==> config.mk <==
export PLATFORM = sky130hd
export DESIGN_NAME = scaled_glyph_text_rasterizer
export DESIGN_NICKNAME = d
export VERILOG_FILES = /design/src/sv/sgtr_pkg.sv /design/src/sv/sgtr_front.sv /design/src/sv/sgtr_fifo.sv /design/src/sv/sgtr_back.sv /design/src/sv/scaled_glyph_text_rasterizer.sv
export SDC_FILE = /design/constraint.sdc
export NUM_CORES = 1
export LEC_CHECK = 0
export ABC_AREA = 1
export BUFFER_PORTS_ARGS = -buffer_cell sky130_fd_sc_hd__buf_2
export CAP_MARGIN = 10
export CELL_PAD_IN_SITES_DETAIL_PLACEMENT = 0
export CELL_PAD_IN_SITES_GLOBAL_PLACEMENT = 2
export CORE_ASPECT_RATIO = 0.5
export CORE_MARGIN = 2
export CORE_UTILIZATION = 33
export DETAILED_ROUTE_END_ITERATION = 10
export GPL_ROUTABILITY_DRIVEN = 0
export PLACE_DENSITY_LB_ADDON = 0.3
export SLEW_MARGIN = 20
export SYNTH_ARGS = -nofsm -noshare
export SYNTH_HDL_FRONTEND = slang
export SYNTH_MEMORY_MAX_BITS = 65536
export SYNTH_SLANG_ARGS = --single-unit
==> constraint.sdc <==
create_clock -name clk -period 9.9 [get_ports clk]
set_clock_uncertainty 0.1 [all_clocks]
set_input_delay 0.495 -clock clk [delete_from_list [all_inputs] [get_ports clk]]
set_output_delay 0.495 -clock clk [all_outputs]
set_load 0.005 [all_outputs]
==> src/sv/sgtr_pkg.sv <==
// ----------------------------------------------------------------------------
// sgtr_pkg
// Shared types, constants and the 5x7 font table for the glyph rasterizer.
// ----------------------------------------------------------------------------
package sgtr_pkg;

  localparam int FONT_COLS = 5;
  localparam int FONT_ROWS = 7;
  localparam int COORD_W   = 12;
  localparam int CALC_W    = 14;
  localparam logic [3:0] SCALE_RESET = 4'd3;
  localparam logic signed [COORD_W:0] COORD_MAX = 13'sd2047;

  // column 0 at index 0, bit 0 is the top row
  typedef logic [0:FONT_COLS-1][FONT_ROWS-1:0] glyph_t;

  typedef struct packed {
    glyph_t              glyph;
    logic [COORD_W-1:0]  pen_x;
    logic [COORD_W-1:0]  text_y;
    logic [15:0]         color;
    logic [3:0]          scale;
  } job_t;

  typedef struct packed {
    logic [15:0] color;
    logic [3:0]  h;
    logic [3:0]  w;
    logic [7:0]  y;
    logic [8:0]  x;
  } rect_t;

  typedef enum logic [1:0] {
    BK_IDLE,
    BK_WALK,
    BK_FLUSH
  } back_state_t;

  function automatic glyph_t font_glyph(input logic [7:0] code);
    logic [7:0] c;
    glyph_t     g;
    c = code;
    if (c inside {["a":"z"]}) c = c - 8'd32;
    case (c)
      " ": g = {7'h00, 7'h00, 7'h00, 7'h00, 7'h00};
      ":": g = {7'h00, 7'h36, 7'h36, 7'h00, 7'h00};
      "-": g = {7'h08, 7'h08, 7'h08, 7'h08, 7'h08};
      ".": g = {7'h00, 7'h60, 7'h60, 7'h00, 7'h00};
      "/": g = {7'h20, 7'h10, 7'h08, 7'h04, 7'h02};
      "0": g = {7'h3E, 7'h51, 7'h49, 7'h45, 7'h3E};
      "1": g = {7'h00, 7'h42, 7'h7F, 7'h40, 7'h00};
      "2": g = {7'h42, 7'h61, 7'h51, 7'h49, 7'h46};
      "3": g = {7'h21, 7'h41, 7'h45, 7'h4B, 7'h31};
      "4": g = {7'h18, 7'h14, 7'h12, 7'h7F, 7'h10};
      "5": g = {7'h27, 7'h45, 7'h45, 7'h45, 7'h39};
      "6": g = {7'h3C, 7'h4A, 7'h49, 7'h49, 7'h30};
      "7": g = {7'h01, 7'h71, 7'h09, 7'h05, 7'h03};
      "8": g = {7'h36, 7'h49, 7'h49, 7'h49, 7'h36};
      "9": g = {7'h06, 7'h49, 7'h49, 7'h29, 7'h1E};
      "A": g = {7'h7E, 7'h11, 7'h11, 7'h11, 7'h7E};
      "B": g = {7'h7F, 7'h49, 7'h49, 7'h49, 7'h36};
      "C": g = {7'h3E, 7'h41, 7'h41, 7'h41, 7'h22};
      "D": g = {7'h7F, 7'h41, 7'h41, 7'h22, 7'h1C};
      "E": g = {7'h7F, 7'h49, 7'h49, 7'h49, 7'h41};
      "F": g = {7'h7F, 7'h09, 7'h09, 7'h09, 7'h01};
      "G": g = {7'h3E, 7'h41, 7'h49, 7'h49, 7'h7A};
      "H": g = {7'h7F, 7'h08, 7'h08, 7'h08, 7'h7F};
      "I": g = {7'h00, 7'h41, 7'h7F, 7'h41, 7'h00};
      "J": g = {7'h20, 7'h40, 7'h41, 7'h3F, 7'h01};
      "K": g = {7'h7F, 7'h08, 7'h14, 7'h22, 7'h41};
      "L": g = {7'h7F, 7'h40, 7'h40, 7'h40, 7'h40};
      "M": g = {7'h7F, 7'h02, 7'h0C, 7'h02, 7'h7F};
      "N": g = {7'h7F, 7'h04, 7'h08, 7'h10, 7'h7F};
      "O": g = {7'h3E, 7'h41, 7'h41, 7'h41, 7'h3E};
      "P": g = {7'h7F, 7'h09, 7'h09, 7'h09, 7'h06};
      "Q": g = {7'h3E, 7'h41, 7'h51, 7'h21, 7'h5E};
      "R": g = {7'h7F, 7'h09, 7'h19, 7'h29, 7'h46};
      "S": g = {7'h46, 7'h49, 7'h49, 7'h49, 7'h31};
      "T": g = {7'h01, 7'h01, 7'h7F, 7'h01, 7'h01};
      "U": g = {7'h3F, 7'h40, 7'h40, 7'h40, 7'h3F};
      "V": g = {7'h1F, 7'h20, 7'h40, 7'h20, 7'h1F};
      "W": g = {7'h3F, 7'h40, 7'h38, 7'h40, 7'h3F};
      "X": g = {7'h63, 7'h14, 7'h08, 7'h14, 7'h63};
      "Y": g = {7'h07, 7'h08, 7'h70, 7'h08, 7'h07};
      "Z": g = {7'h61, 7'h51, 7'h49, 7'h45, 7'h43};
      default: g = {7'h02, 7'h01, 7'h59, 7'h09, 7'h06}; // question mark
    endcase
    return g;
  endfunction

endpackage

==> src/sv/sgtr_front.sv <==
// ----------------------------------------------------------------------------
// sgtr_front
// Accepts characters, looks up the glyph and keeps the text cursor.
// ----------------------------------------------------------------------------
module sgtr_front import sgtr_pkg::*; (
  input  logic               clk,
  input  logic               rst_n,
  input  logic [3:0]         scale,
  input  logic               in_valid,
  output logic               in_ready,
  input  logic               start_flag,
  input  logic [COORD_W-1:0] start_x,
  input  logic [COORD_W-1:0] text_y,
  input  logic [7:0]         char_code,
  input  logic [15:0]        text_color,
  output logic               push_valid,
  input  logic               push_ready,
  output job_t               push_job
);

  logic [COORD_W-1:0]        cursor_r;
  logic [COORD_W-1:0]        cursor_nxt;
  logic [COORD_W-1:0]        cur_use;
  logic [6:0]                adv;
  logic signed [COORD_W:0]   sum;

  assign in_ready   = push_ready;
  assign push_valid = in_valid;

  always_comb begin
    cur_use = start_flag ? start_x : cursor_r;
    adv     = 7'((FONT_COLS + 1) * scale);
    sum     = $signed({cur_use[COORD_W-1], cur_use}) + $signed({6'b0, adv});
    if (sum > COORD_MAX) begin
      cursor_nxt = COORD_MAX[COORD_W-1:0];
    end else begin
      cursor_nxt = sum[COORD_W-1:0];
    end
    push_job.glyph  = font_glyph(char_code);
    push_job.pen_x  = cur_use;
    push_job.text_y = text_y;
    push_job.color  = text_color;
    push_job.scale  = scale;
  end

  always_ff @(posedge clk) begin
    if (!rst_n) begin
      cursor_r <= '0;
    end else if (in_valid && push_ready) begin
      cursor_r <= cursor_nxt;
    end
  end

endmodule

==> src/sv/sgtr_fifo.sv <==
// ----------------------------------------------------------------------------
// sgtr_fifo
// Small register queue between front and back.
// ----------------------------------------------------------------------------
module sgtr_fifo #(
  parameter int WIDTH = 8,
  parameter int DEPTH = 2
) (
  input  logic             clk,
  input  logic             rst_n,
  input  logic             push_valid,
  output logic             push_ready,
  input  logic [WIDTH-1:0] push_data,
  output logic             pop_valid,
  input  logic             pop_ready,
  output logic [WIDTH-1:0] pop_data
);

  localparam int AW   = (DEPTH > 1) ? $clog2(DEPTH) : 1;
  localparam int CNTW = $clog2(DEPTH + 1);

  logic [WIDTH-1:0] mem_r [DEPTH];
  logic [AW-1:0]    wr_ptr_r;
  logic [AW-1:0]    rd_ptr_r;
  logic [CNTW-1:0]  count_r;
  logic             push;
  logic             pop;

  assign push_ready = (count_r != CNTW'(DEPTH));
  assign pop_valid  = (count_r != '0);
  assign pop_data   = mem_r[rd_ptr_r];
  assign push       = push_valid && push_ready;
  assign pop        = pop_valid && pop_ready;

  always_ff @(posedge clk) begin
    if (push) begin
      mem_r[wr_ptr_r] <= push_data;
    end
  end

  always_ff @(posedge clk) begin
    if (!rst_n) begin
      wr_ptr_r <= '0;
      rd_ptr_r <= '0;
      count_r  <= '0;
    end else begin
      if (push) begin
        wr_ptr_r <= (wr_ptr_r == AW'(DEPTH - 1)) ? '0 : wr_ptr_r + 1'b1;
      end
      if (pop) begin
        rd_ptr_r <= (rd_ptr_r == AW'(DEPTH - 1)) ? '0 : rd_ptr_r + 1'b1;
      end
      if (push && !pop) begin
        count_r <= count_r + 1'b1;
      end else if (pop && !push) begin
        count_r <= count_r - 1'b1;
      end
    end
  end

endmodule

==> src/sv/sgtr_back.sv <==
// ----------------------------------------------------------------------------
// sgtr_back
// Walks a dot per cycle unless output stalls; clips each square to the panel.
// One square is held back so the final one can carry the last flag.
// ----------------------------------------------------------------------------
module sgtr_back import sgtr_pkg::*; #(
  parameter int PANEL_WIDTH  = 320,
  parameter int PANEL_HEIGHT = 240
) (
  input  logic  clk,
  input  logic  rst_n,
  input  logic  job_valid,
  output logic  job_ready,
  input  job_t  job,
  output logic  out_valid,
  input  logic  out_ready,
  output rect_t out_rect,
  output logic  out_last
);

  localparam logic signed [CALC_W-1:0] PW = CALC_W'(PANEL_WIDTH);
  localparam logic signed [CALC_W-1:0] PH = CALC_W'(PANEL_HEIGHT);
  localparam logic [2:0] LAST_COL = 3'(FONT_COLS - 1);
  localparam logic [2:0] LAST_ROW = 3'(FONT_ROWS - 1);

  back_state_t state_r, state_nxt;
  job_t        job_r;
  logic [2:0]  col_r, col_nxt;
  logic [2:0]  row_r, row_nxt;
  rect_t       pend_r;
  logic        pend_v_r, pend_v_nxt;
  rect_t       out_rect_r;
  logic        out_last_r;
  logic        out_v_r, out_v_nxt;

  logic [6:0]               col_off, row_off;
  logic signed [CALC_W-1:0] s_ext, x0, y0, xc, yc, w1, h1, w2, h2;
  logic                     cand_vis, out_free, adv, load_job, out_load, out_load_last;
  rect_t                    cand;

  assign out_valid = out_v_r;
  assign out_rect  = out_rect_r;
  assign out_last  = out_last_r;
  assign out_free  = !out_v_r || out_ready;
  assign job_ready = (state_r == BK_IDLE);
  assign load_job  = job_ready && job_valid;

  always_comb begin
    col_off = 7'(col_r) * 7'(job_r.scale);
    row_off = 7'(row_r) * 7'(job_r.scale);
    s_ext   = {{(CALC_W-4){1'b0}}, job_r.scale};
    x0 = {{(CALC_W-COORD_W){job_r.pen_x[COORD_W-1]}}, job_r.pen_x}
       + {{(CALC_W-7){1'b0}}, col_off};
    y0 = {{(CALC_W-COORD_W){job_r.text_y[COORD_W-1]}}, job_r.text_y}
       + {{(CALC_W-7){1'b0}}, row_off};
    if (x0 < 0) begin
      xc = '0;
      w1 = s_ext + x0;
    end else begin
      xc = x0;
      w1 = s_ext;
    end
    if (y0 < 0) begin
      yc = '0;
      h1 = s_ext + y0;
    end else begin
      yc = y0;
      h1 = s_ext;
    end
    w2 = (xc + w1 > PW) ? PW - xc : w1;
    h2 = (yc + h1 > PH) ? PH - yc : h1;
    cand_vis = job_r.glyph[col_r][row_r] && (xc < PW) && (yc < PH)
             && (w2 > 0) && (h2 > 0);
    cand.x     = xc[8:0];
    cand.y     = yc[7:0];
    cand.w     = w2[3:0];
    cand.h     = h2[3:0];
    cand.color = job_r.color;
  end

  always_comb begin
    state_nxt     = state_r;
    col_nxt       = col_r;
    row_nxt       = row_r;
    pend_v_nxt    = pend_v_r;
    out_load      = 1'b0;
    out_load_last = 1'b0;
    adv           = 1'b0;
    case (state_r)
      BK_IDLE: begin
        if (job_valid) begin
          state_nxt = BK_WALK;
          col_nxt   = '0;
          row_nxt   = '0;
        end
      end
      BK_WALK: begin
        adv = !cand_vis || !pend_v_r || out_free;
        if (adv) begin
          if (cand_vis) begin
            pend_v_nxt = 1'b1;
            out_load   = pend_v_r;
          end
          if (row_r == LAST_ROW) begin
            row_nxt = '0;
            if (col_r == LAST_COL) begin
              state_nxt = BK_FLUSH;
            end else begin
              col_nxt = col_r + 1'b1;
            end
          end else begin
            row_nxt = row_r + 1'b1;
          end
        end
      end
      BK_FLUSH: begin
        if (!pend_v_r) begin
          state_nxt = BK_IDLE;
        end else if (out_free) begin
          out_load      = 1'b1;
          out_load_last = 1'b1;
          pend_v_nxt    = 1'b0;
          state_nxt     = BK_IDLE;
        end
      end
      default: begin
        state_nxt = BK_IDLE;
      end
    endcase
    if (out_load) begin
      out_v_nxt = 1'b1;
    end else if (out_ready) begin
      out_v_nxt = 1'b0;
    end else begin
      out_v_nxt = out_v_r;
    end
  end

  always_ff @(posedge clk) begin
    if (!rst_n) begin
      state_r  <= BK_IDLE;
      col_r    <= '0;
      row_r    <= '0;
      pend_v_r <= 1'b0;
      out_v_r  <= 1'b0;
    end else begin
      state_r  <= state_nxt;
      col_r    <= col_nxt;
      row_r    <= row_nxt;
      pend_v_r <= pend_v_nxt;
      out_v_r  <= out_v_nxt;
    end
  end

  always_ff @(posedge clk) begin
    if (load_job) begin
      job_r <= job;
    end
    if (out_load) begin
      out_rect_r <= pend_r;
      out_last_r <= out_load_last;
    end
    if (adv && cand_vis) begin
      pend_r <= cand;
    end
  end

endmodule

==> src/sv/scaled_glyph_text_rasterizer.sv <==
// ----------------------------------------------------------------------------
// scaled_glyph_text_rasterizer
// Turns characters into clipped, scaled 5x7 font squares for a panel.
//
//   channel | dir | handshake            | payload
//   in_     | in  | in_tvalid/in_tready  | tuser start_flag, tdata char fields
//   out_    | out | out_tvalid/out_tready| tdata square fields, tlast last_rect
//   cfg_    | in  | APB, pready = 1      | reg 0 glyph_scale at byte addr 0
//
// The back end loads a character from the queue, walks its glyph dots one
// per cycle unless the output stalls, and then flushes the held square.
// The front end takes a character per cycle while the queue has room.
// Output stalls hold the dot walk; input stalls leave the back end running.
// Reset clears the cursor and queue and sets glyph_scale to 3.
// ----------------------------------------------------------------------------
module scaled_glyph_text_rasterizer import sgtr_pkg::*; #(
  parameter int PANEL_WIDTH  = 320,
  parameter int PANEL_HEIGHT = 240,
  parameter int QUEUE_DEPTH  = 2
) (
  input  logic        clk,
  input  logic        rst_n,
  input  logic        in_tvalid,
  output logic        in_tready,
  // [11:0] start_x, [23:12] text_y, [31:24] char_code, [47:32] text_color
  input  logic [47:0] in_tdata,
  // [0] start_flag
  input  logic        in_tuser,
  output logic        out_tvalid,
  input  logic        out_tready,
  // [8:0] rect_x, [16:9] rect_y, [20:17] rect_w, [24:21] rect_h,
  // [40:25] fill_color, [47:41] zero
  output logic [47:0] out_tdata,
  output logic        out_tlast,
  input  logic        cfg_psel,
  input  logic        cfg_penable,
  input  logic        cfg_pwrite,
  input  logic [2:0]  cfg_paddr,
  input  logic [31:0] cfg_pwdata,
  output logic [31:0] cfg_prdata,
  output logic        cfg_pready
);

  logic [3:0] scale_r;
  logic       push_valid, push_ready, pop_valid, pop_ready;
  job_t       push_job, pop_job;
  rect_t      rect;

  assign cfg_pready = 1'b1;
  assign cfg_prdata = cfg_paddr[2] ? 32'd0 : {28'd0, scale_r};

  always_ff @(posedge clk) begin
    if (!rst_n) begin
      scale_r <= SCALE_RESET;
    end else if (cfg_psel && cfg_penable && cfg_pwrite && !cfg_paddr[2]) begin
      scale_r <= cfg_pwdata[3:0];
    end
  end

  sgtr_front u_front (
    .clk        (clk),
    .rst_n      (rst_n),
    .scale      (scale_r),
    .in_valid   (in_tvalid),
    .in_ready   (in_tready),
    .start_flag (in_tuser),
    .start_x    (in_tdata[11:0]),
    .text_y     (in_tdata[23:12]),
    .char_code  (in_tdata[31:24]),
    .text_color (in_tdata[47:32]),
    .push_valid (push_valid),
    .push_ready (push_ready),
    .push_job   (push_job)
  );

  sgtr_fifo #(
    .WIDTH ($bits(job_t)),
    .DEPTH (QUEUE_DEPTH)
  ) u_fifo (
    .clk        (clk),
    .rst_n      (rst_n),
    .push_valid (push_valid),
    .push_ready (push_ready),
    .push_data  (push_job),
    .pop_valid  (pop_valid),
    .pop_ready  (pop_ready),
    .pop_data   (pop_job)
  );

  sgtr_back #(
    .PANEL_WIDTH  (PANEL_WIDTH),
    .PANEL_HEIGHT (PANEL_HEIGHT)
  ) u_back (
    .clk       (clk),
    .rst_n     (rst_n),
    .job_valid (pop_valid),
    .job_ready (pop_ready),
    .job       (pop_job),
    .out_valid (out_tvalid),
    .out_ready (out_tready),
    .out_rect  (rect),
    .out_last  (out_tlast)
  );

  assign out_tdata = {7'd0, rect};

endmodule

==> impl_metrics.tcl, run 1 <==
set metrics [dict create \
    status "complete, no violations" \
    crit_start "u_back.row_r[0]" \
    synthCells 2133 \
    core-area_mm2 0.0579 \
    cts-hold-fix-buffers 0 \
    finalCriticalPeriod_ns 8.07 \
    num-nets-final 2412 \
    relSlewSlack_pct 31.7 \
    layout-drive-gt1-share_pct 13.1 \
    clkLatencyLatePin_ns 0.55 \
    min_to "u_fifo.mem_r[0][28]" \
    drc 0 \
    cp_slowest_cell "dfxtp_1" \
    multiInputGateArea_mm2 0.00792 \
    synth_area_mm2 0.0195 \
    first_iter_violations 912 \
    dp_hpwl_um 33300 \
    cp_num_buf_inv 4 \
    clock-sinks 350 \
    critPathLaunchType "register" \
    crit_arrival_ns 7.96 \
    hold_viol_final 0 \
    setup_viol 0 \
    max_freq_ghz 0.124 \
    cts_buffers 36 \
    tightest_slew_ns 0.999 \
    critPathCaptureType "register" \
    die_w_um 348 \
    antenna_found_initial 2 \
    cts_buffer_depth 3 \
    grt_max_degree 82 \
    fp-row-count 62 \
    p_leak_nw 9.48 \
    rsz0062_at_grt "no" \
    vias 14000 \
    regArea_mm2 0.0102 \
    worstPathMaxFanout 42 \
    grt_pass1_vias 13300 \
    grt_overflow_total 0 \
    min_from "in_tdata[20]" \
    met2WireLength_um 21300 \
    ys_ff_latch 350 \
    via_per_inst 4.63 \
    min_path_cells 1 \
    required_ns 9.79 \
    dr.pass1.iters 5 \
    stdcell_area_mm2 0.0218 \
    peakVddDrop_mv 0.162 \
    wl_per_cell_um 15.6 \
    r2r_slack_ns 1.83 \
    hold_class "in2reg" \
    dp.cells 2957 \
    cts_max_level 2 \
    met1_length_um 23200 \
    fin_crit_sh_pct 81.5 \
    routed-wl-met3_um 1670 \
    synth_warnings 0 \
    ys.flop_type "edfxtp_1" \
    p_per_area_mw_per_mm2 308 \
    grt_pass1_wl_um 74000 \
    track_usage_pct 15.4 \
    yosysSeqAreaShare_pct 52.4 \
    port-buffer-count 108 \
    cts_root_buffer "clkbuf_16" \
    fp.dieH_um 176 \
    tns_ns 0 \
    critPathMostFrequentCell "nand2_1" \
    critical_path_class "reg2reg" \
    reg2reg_depth 39 \
    nFillCells 5948 \
    fp.dieArea_mm2 0.0611 \
    cts.clk_slew.worst_paths_ns 0.07 \
    cts_tree "done" \
    ys_types 70 \
    worstReg2RegEnd "u_back.out_rect[8]" \
    placed_area_mm2 0.0207 \
    cts_setup_buffers 0 \
    antenna_left 0 \
    critical_path.max_stage_delay_ns 0.91 \
    layoutNonFillerInstCount 3022 \
    async_reset_ff_share_pct 0 \
    area_growth_syn_to_layout_pct 12.1 \
    ios 175 \
    drt-total-wl_um 47200 \
    routed.top_layer "met4" \
    ctsResizeCount 0 \
    maxCapViolations 0 \
    synth-edff-count 320 \
    start_util_pct 33.7 \
    slew_viol_final 0 \
    avgSynthCellArea_um2 9.13 \
    r2r-start "u_back.row_r[0]" \
    cp_top_family "simple AND/OR/NAND/NOR gates" \
]
[cell type report]
class                   instances  share of cell area, %
multi-input cells            1460                   36.3
inverters                     254                   4.41
diodes                          1                 0.0115
well taps                     768                   4.40
repair buffers                125                   3.08
clock inverters                22                  0.773
flip-flops and latches        350                   46.7
clock buffers                  42                   4.32
[metal layers]
metal / up-vias / global-route usage (%)
met5: - / 0
met2: 234 / 24.8
met4: 0 / 3.59
met3: 69 / 2.25
met1: 6435 / 21.7
li1: 7241 / -
[stage by stage]
stage / hold WS (ns) / power [W] / util (%) / setup slack (ns)
2_1_floorplan: 0.300 / 0.00478 / - / 1.85
3_3_place_gp: 0.300 / 0.00551 / 35.8 / 1.78
3_5_place_dp: 0.305 / 0.00552 / 35.8 / 1.79
4_1_cts: 0.00585 / 0.00685 / 37.7 / 1.73
5_1_grt: 0.00665 / 0.00738 / 37.7 / 1.05
6_report: 0.0392 / 0.00673 / 37.7 / 1.83
[cell usage after synthesis (13+ instances only)]
master,instances,share of area [%]
fa_1,14,1.4
ha_1,80,5.1
clkbuf_1,52,1.0
nand2_1,604,12
a21oi_1,96,2.5
edfxtp_1,320,49
buf_4,38,1.5
xor2_1,23,1.0
nor2_1,160,3.1
nor3_1,24,0.62
o211ai_1,17,0.66
dfxtp_1,30,3.1
nand2_2,33,1.1
o21ai_0,100,2.6
nand4_1,17,0.55
inv_1,237,4.6
nand3_1,104,2.7
xnor2_1,13,0.58
[power breakdown]
group	internal [W]	total (W)	switching [W]
sequential	0.00208	0.00224	0.000160
clock	0.000720	0.00129	0.000572
combinational	0.00107	0.00320	0.00213
[cell usage in the layout, fill, tap and decap left out, types with 9 or more instances in the layout]
cell type / instances
clkinv_1: 10
nand3_1: 104
nand2_2: 33
xnor2_1: 13
xor2_1: 23
clkinv_2: 10
nor2_2: 9
fa_1: 14
o21ai_0: 100
edfxtp_1: 320
clkbuf_16: 37
o22ai_1: 9
nor2_4: 11
a21oi_1: 94
dfxtp_1: 29
buf_4: 16
nand2_1: 604
nand4_1: 17
nor3_1: 24
ha_1: 80
nor2_1: 156
inv_2: 11
inv_1: 236
buf_2: 108
conb_1: 36
o211ai_1: 17
nand3_2: 11
[worst max-delay path by stage]
stage	end	slack, ns	cells after the start
finish	u_back.out_rect[8]	1.83	39
global route	u_back.out_rect[6]	1.05	38
CTS	u_back.out_rect[7]	1.73	38
detailed placement	u_back.out_rect[8]	1.79	38
global placement	u_back.out_rect[8]	1.78	37
floorplan	u_back.pend_r[0]	1.85	39
[cells by family after synthesis]
group	after synthesis	synth area share [%]
mux	6	0.347
buf+inv	357	7.79
compound gates	277	8.25
fa+ha+maj	94	6.58
xor+xnor	36	1.62
simple gates	1011	23.0
other cells	2	0.0386
flops	350	52.4
[state kept, by name (all words and copies together), names as in the netlist]
name / cells
u_back.row_r: 3
u_back.pend_v_r: 1
u_back.out_valid: 1
u_fifo.rd_ptr_r: 1
u_back.out_rect: 41
u_back.job_r: 63
u_back.cand: 16
u_fifo.mem_r: 158
u_back.state_r: 2
u_back.col_r: 3
u_fifo.wr_ptr_r: 1
u_front.cursor_r: 12
u_back.out_last: 1
scale_r: 4
u_back.pend_r: 41
u_fifo.count_r: 2
(Power assumes the default switching activity.)
==> run 2, diff against run 1 <==
- ABC_AREA: 1 -> 0
- clock period: 9.9 -> 7.6 ns (I/O delays scaled with it)
==> run 2 against run 1 <==
Effect of this change:
- clock power increased by 29%
- critical endpoint is now u_back.out_rect[39]
- global-route usage increased by 0.68 points
- sequential power increased by 25%
- critical path type unchanged
- largest cell class unchanged
- utilization increased by 1.8 points
- critical path depth decreased by 11
- via count decreased by 3.7%
- setup slack got worse by 1.5 ns
- worst hold slack improved by 0.093 ns
- final area increased by 4.0%
- routed wire length increased by 4.6%
- highest routed layer unchanged
- flip-flop and latch count unchanged
==> impl_metrics.tcl, run 2 <==
set metrics [dict create \
    yosys.area.top_type_share_pct 50.0 \
    cts_buffers 35 \
    grt_overflow_total 0 \
    fin_crit_sh_pct 95.3 \
    r2r_slack_ns 0.36 \
    grt_pass1_vias 13200 \
    hold_slack_ns 0.132 \
    dr.pass1.iters 5 \
    critical_path.max_stage_delay_ns 0.55 \
    layout_setup_ws_ns 0.357 \
    grt_pass1_wl_um 76700 \
    yosysMostFrequentCell "edfxtp_1" \
    cts_max_level 2 \
    setup_viol 0 \
    ys_types 100 \
    fp.dieArea_mm2 0.0603 \
    required_ns 7.73 \
    drc 0 \
    slew_viol_final 0 \
    start_util_pct 33.5 \
    fp.dieH_um 175 \
    switchingPower_w 0.00312 \
    p_leak_nw 8.37 \
    relSlewSlack_pct 42.0 \
    worstReg2RegEnd "u_back.out_rect[39]" \
    min_path_cells 2 \
    post-place-ws_ns 0.168 \
    drt-total-wl_um 49300 \
    cts_buffer_depth 3 \
    die_w_um 345 \
    hold_class "in2reg" \
    cts_tree "done" \
    regMostFlops "u_fifo.mem_r" \
    peakVddDrop_mv 0.184 \
    critical_path_class "reg2reg" \
    synth_warnings 0 \
    largest_reg_flops 158 \
    dp_hpwl_um 34500 \
    clock-sinks 350 \
    fp-row-count 62 \
    synth_top_area_cell "edfxtp_1" \
    antenna_left 0 \
    yosysSeqAreaShare_pct 53.1 \
    via_per_inst 5.05 \
    cts.clk_slew.worst_paths_ns 0.07 \
    finalCriticalPeriod_ns 7.24 \
    p_sw_share_pct 38.0 \
    status "complete, no violations" \
    r2r-start "u_back.job_r[2]" \
    crit_arrival_ns 7.37 \
    grt_max_degree 69 \
    insertedDiodeCount 0 \
    min_to "u_fifo.mem_r[0][33]" \
    cp_top_family "compound AO/OA/AOI/OAI gates" \
    totalPowerFinal_w 0.00821 \
    hold_viol_final 0 \
    cts_root_buffer "clkbuf_16" \
    num-nets-final 2059 \
    cp.depth 28 \
    critPathLaunchType "register" \
    worstPathMaxFanout 8 \
    area_growth_syn_to_layout_pct 18.1 \
    antenna_found_initial 0 \
    power.share.clock_pct 20.3 \
    first_iter_violations 921 \
    wl_per_cell_um 18.5 \
    ys_ff_latch 350 \
    track_usage_pct 16.0 \
    critPathCaptureType "register" \
    p_per_area_mw_per_mm2 361 \
    layout-drive-gt1-share_pct 22.5 \
    synth_area_mm2 0.0192 \
    clkLatencyLatePin_ns 0.53 \
    min_from "in_tdata[1]" \
    ys_top_cells_by_area "edfxtp_1 (50%), mux2_2 (5.4%), ha_1 (5.2%), dfxtp_1 (3.1%), a21oi_1 (3.0%)" \
    tightest_slew_ns 0.870 \
    port-buffer-count 108 \
    maxCapViolations 0 \
    reg2reg_depth 28 \
    avgSynthCellArea_um2 11.4 \
    reg_top3 "u_fifo.mem_r (158), u_back.job_r (63)" \
    power_frac_comb_pct 45.4 \
    synth_commonest_cells "edfxtp_1 (320), nand2_1 (145), nor2_1 (139), a21oi_1 (114), o21ai_0 (96)" \
    synth-edff-count 320 \
    p_seq_share_pct 34.2 \
    mostFrequentLayoutCells "edfxtp_1 (320), nand2_1 (142), nor2_1 (134)" \
    intPower_w 0.00509 \
    ios 175 \
    async_reset_ff_share_pct 0 \
    cp_num_buf_inv 4 \
    vias 13500 \
    synthCells 1681 \
    max_freq_ghz 0.138 \
    ys.flop_type "edfxtp_1" \
    final_common_cell "edfxtp_1" \
    core-area_mm2 0.0575 \
    cp_slowest_cell "edfxtp_1" \
    nFillCells 5555 \
]
==> run 2: changes by cell type after synthesis, sizes merged, moves of 12 or more <==
| cell | before | now |
|---|---|---|
| a21oi | 99 | 116 |
| a31oi | 8 | 22 |
| nor2 | 177 | 139 |
| nand2b | 0 | 12 |
| nand2 | 647 | 145 |
| mux2i | 0 | 23 |
| nand3 | 116 | 24 |
| nor2b | 0 | 19 |
| xnor2 | 13 | 41 |
| and2 | 2 | 27 |
| inv | 251 | 69 |
| a21o | 1 | 22 |
| mux2 | 6 | 96 |
| a211oi | 3 | 18 |
==> run 2: power groups by stage <==
| stage | clock network (W) | logic, W | registers, W |
|---|---|---|---|
| after floorplan | 0 | 0.00250 | 0.00278 |
| after global routing | 0.00180 | 0.00413 | 0.00285 |
| after detailed placement | 0 | 0.00356 | 0.00285 |
| final | 0.00167 | 0.00373 | 0.00281 |
| after CTS | 0.00172 | 0.00359 | 0.00281 |
| after global placement | 0 | 0.00356 | 0.00284 |
==> run 2: routing by layer <==
layer,vias to the layer above,routed length (um),GRT usage (%)
met2,248,22200,25.6
met3,61,1760,2.00
met5,-,0,0
met4,0,824,3.47
met1,6536,24500,23.3
li1,6619,-,-
==> run 2: timing repair <==
| action | CTS | global route |
|---|---|---|
| resized for setup | 0 | 40 |
| hold buffers | 32 | 0 |
| hold endpoints to repair | 60 | 0 |
| setup endpoints to repair | 0 | 91 |
| setup buffers | 0 | 8 |
==> run 2: final cells by class <==
class | instances | area [um2] | area share (%)
clock buffer | 47 | 972 | 4.28
clock inverter | 13 | 114 | 0.501
inverter | 69 | 260 | 1.15
multi-input combinational | 1190 | 8570 | 37.7
sequential | 350 | 10200 | 45.0
tap | 768 | 961 | 4.23
timing repair buffer | 228 | 1610 | 7.11
==> run 2: worst max-delay path by stage <==
stage,slack (ns),startpoint,endpoint
detailed placement,0.17,u_back.job_r[2],u_back.out_rect[4]
global route,-0.01,u_back.job_r[1],u_back.out_rect[39]
floorplan,0.01,u_back.col_r[0],u_back.pend_r[0]
finish,0.36,u_back.job_r[2],u_back.out_rect[39]
global placement,0.28,u_back.job_r[1],u_back.out_rect[6]
CTS,0.15,u_back.job_r[2],u_back.out_rect[0]
==> run 2: worst register-to-register path: cells and delay by family (launching register included) <==
kind                       cells  cell delay [ns]
AOI/OAI and AO/OA             12             2.32
muxes                          1             0.28
DFF                            1             0.55
xor gates and xnor gates       2             0.28
buffers and inverters          4             0.50
and+or+nand+nor                3             0.95
adders and majority gates      6             1.97
==> run 2: cell families after synthesis <==
kind of cell,synth area share [%]
xor gates and xnor gates,2.73
other,0.0391
DFF,53.1
and+or+nand+nor,11.8
buffers and inverters,4.18
AOI/OAI and AO/OA,13.9
adders and majority gates,6.66
muxes,7.56
==> run 2: per-stage QoR <==
stage / TNS (ns) / area [um2] / utilization (%) / std cells
2_1_floorplan: 0 / 19400 / - / 1715
3_3_place_gp: 0 / 21000 / 36.5 / 2562
3_5_place_dp: 0 / 21000 / 36.5 / 2562
4_1_cts: 0 / 22400 / 39.0 / 2654
5_1_grt: -0.0408 / 22700 / 39.5 / 2665
6_report: 0 / 22700 / 39.5 / 2665
==> run 3, diff against run 2 <==
- CORE_ASPECT_RATIO: 0.5 -> 1.4
==> run 3 against run 2 <==
Effect of this change:
- utilization shrank 0.20 points
- die area down 0.15%
- worst hold slack worse by 0.017 ns
- combinational power decreased by 2%
- clock power hardly changed
- non-clock buffer count rose by 6
- routed wire length hardly changed
- setup slack gained 0.055 ns
==> impl_metrics.tcl, run 3 (same netlist as run 2, synthesis figures left out) <==
set metrics [dict create \
    grt_pass1_vias 13800 \
    critPathLaunchType "register" \
    tightest_slew_ns 0.986 \
    min_from "in_tdata[0]" \
    relSlewSlack_pct 34.3 \
    largest_reg_flops 158 \
    placed_area_mm2 0.0210 \
    p_seq_share_pct 34.4 \
    wl_per_cell_um 18.6 \
    cts_max_level 2 \
    track_usage_pct 16.1 \
    area_growth_syn_to_layout_pct 17.5 \
    final_common_cell "edfxtp_1" \
    min_to "u_fifo.mem_r[0][32]" \
    mostFrequentLayoutCells "edfxtp_1 (320), nand2_1 (145), nor2_1 (138)" \
    drt-total-wl_um 49300 \
    cts.clk_slew.worst_paths_ns 0.06 \
    fin_crit_sh_pct 94.6 \
    clkLatencyLatePin_ns 0.54 \
    totalPowerFinal_w 0.00810 \
    first_iter_violations 636 \
    grt_overflow_total 0 \
    p_per_area_mw_per_mm2 358 \
    cts_root_buffer "clkbuf_16" \
    cts_buffer_depth 3 \
    regMostFlops "u_fifo.mem_r" \
    grt_max_degree 67 \
    via_per_inst 5.09 \
    max_freq_ghz 0.139 \
    worstReg2RegEnd "u_back.out_rect[26]" \
    power.share.clock_pct 20.5 \
    hold_class "in2reg" \
    grt_pass1_wl_um 76700 \
    power_frac_comb_pct 45.0 \
    peakVddDrop_mv 0.163 \
    reg2reg_depth 25 \
    fp.dieH_um 290 \
    vias 13500 \
    slew_viol_final 0 \
    post-route-util_pct 39.3 \
    clock-sinks 350 \
    dr.pass1.iters 5 \
    core-area_mm2 0.0575 \
    port-buffer-count 108 \
    hold_viol_final 0 \
    regArea_mm2 0.0102 \
    r2r_slack_ns 0.41 \
    crit_arrival_ns 7.33 \
    fp.dieArea_mm2 0.0603 \
    cts_tree "done" \
    fp-row-count 104 \
    antenna_left 0 \
    worstPathMaxFanout 24 \
    tns_ns 0 \
    switchingPower_w 0.00306 \
    cts_buffers 36 \
    critPathMostFrequentCell "ha_1" \
    setup_viol 0 \
    reg_top3 "u_fifo.mem_r (158), u_back.job_r (63)" \
    die_w_um 208 \
    insertedDiodeCount 0 \
    drc 0 \
    status "complete, no violations" \
    maxCapViolations 0 \
    multiInputGateArea_mm2 0.00849 \
    critical_path.max_stage_delay_ns 0.48 \
    antenna_found_initial 0 \
    critPathCaptureType "register" \
    critical_path_class "reg2reg" \
    p_leak_nw 8.37 \
    finalCriticalPeriod_ns 7.19 \
    min_path_cells 2 \
    stdcell_area_mm2 0.0226 \
    intPower_w 0.00504 \
    dp_hpwl_um 36500 \
    cp_slowest_cell "fa_1" \
    hold_slack_ns 0.115 \
    required_ns 7.74 \
    r2r-start "u_back.job_r[0]" \
    cp_top_family "simple AND/OR/NAND/NOR gates" \
    ios 175 \
    cp_num_buf_inv 3 \
    p_sw_share_pct 37.7 \
    num-nets-final 2066 \
    start_util_pct 33.4 \
    nFillCells 5668 \
    layout-drive-gt1-share_pct 21.8 \
]
run 3: cell count changes in the layout (fill, tap and decap cells not counted), moves of 3 or more:
cell	before	now
nor2_2	4	0
nand2_2	3	0
nand2_1	142	145
nor2_1	134	138
a21oi_2	6	3
clkinv_2	4	8
buf_4	82	91
clkbuf_8	3	0
run 3: power by group through the flow:
stage          Sequential [W]  Combinational (W)  Clock, W
2_1_floorplan         0.00278            0.00250         0
3_3_place_gp          0.00283            0.00353         0
3_5_place_dp          0.00285            0.00357         0
4_1_cts               0.00281            0.00360   0.00173
5_1_grt               0.00283            0.00408   0.00179
6_report              0.00279            0.00365   0.00166
run 3: worst reg2reg max path, stage by stage (launching register included):
cell,delay [ns]
edfxtp_1,0.44
and2_1,0.21
fa_1,0.48
ha_1,0.24
fa_1,0.40
a21o_1,0.18
a21o_1,0.20
ha_1,0.36
a21oi_2,0.19
mux2_4,0.32
nor4_1,0.32
buf_4,0.17
nand2_1,0.06
or3_4,0.37
or4_1,0.43
inv_1,0.10
nor3_1,0.05
ha_1,0.34
nand3_1,0.17
nor4_4,0.36
o22ai_4,0.15
o32ai_4,0.34
o211ai_1,0.16
o21bai_1,0.18
and4b_2,0.32
buf_12,0.20
run 3: final cells by class:
cell class | instances | share of cell area [%]
Sequential cell | 350 | 45.2
Inverter | 69 | 1.15
Clock buffer | 42 | 4.09
Clock inverter | 22 | 0.797
Tap cell | 742 | 4.11
Multi-Input combinational cell | 1190 | 37.6
Timing Repair Buffer | 234 | 7.10
run 3: routing by layer:
metal  routed length, um  part of all wire (%)  global-route usage, %
met4                1640                   3.3                   6.10
met1               19300                    39                   17.9
met2               27100                    55                   31.3
met5                   0                     0                      0
met3                1350                   2.7                   1.64
run 3: what timing repair did:
| item | CTS | global route |
|---|---|---|
| hold buffers | 32 | 0 |
| gates resized for setup | 0 | 18 |
| setup endpoints to repair | 0 | 92 |
| buffers inserted | 0 | 13 |
| hold endpoints to repair | 60 | 0 |
run 3: worst max-delay path by stage:
stage	startpoint	endpoint	slack, ns	cells after the start
floorplan	u_back.col_r[0]	u_back.pend_r[0]	0.01	30
global placement	u_back.job_r[1]	u_back.out_rect[30]	0.11	31
detailed placement	u_back.job_r[1]	u_back.out_rect[31]	0.05	31
CTS	u_back.job_r[1]	u_back.out_rect[34]	0.01	31
global route	u_back.job_r[1]	u_back.out_rect[34]	-0.03	31
finish	u_back.job_r[0]	u_back.out_rect[26]	0.41	25
run 3: metrics by stage:
| stage | std cells | worst slack, ns |
|---|---|---|
| after floorplan | 1715 | 0.0103 |
| after global placement | 2540 | 0.107 |
| after detailed placement | 2540 | 0.0497 |
| after CTS | 2636 | 0.0147 |
| after global routing | 2649 | -0.0288 |
| final | 2649 | 0.412 |
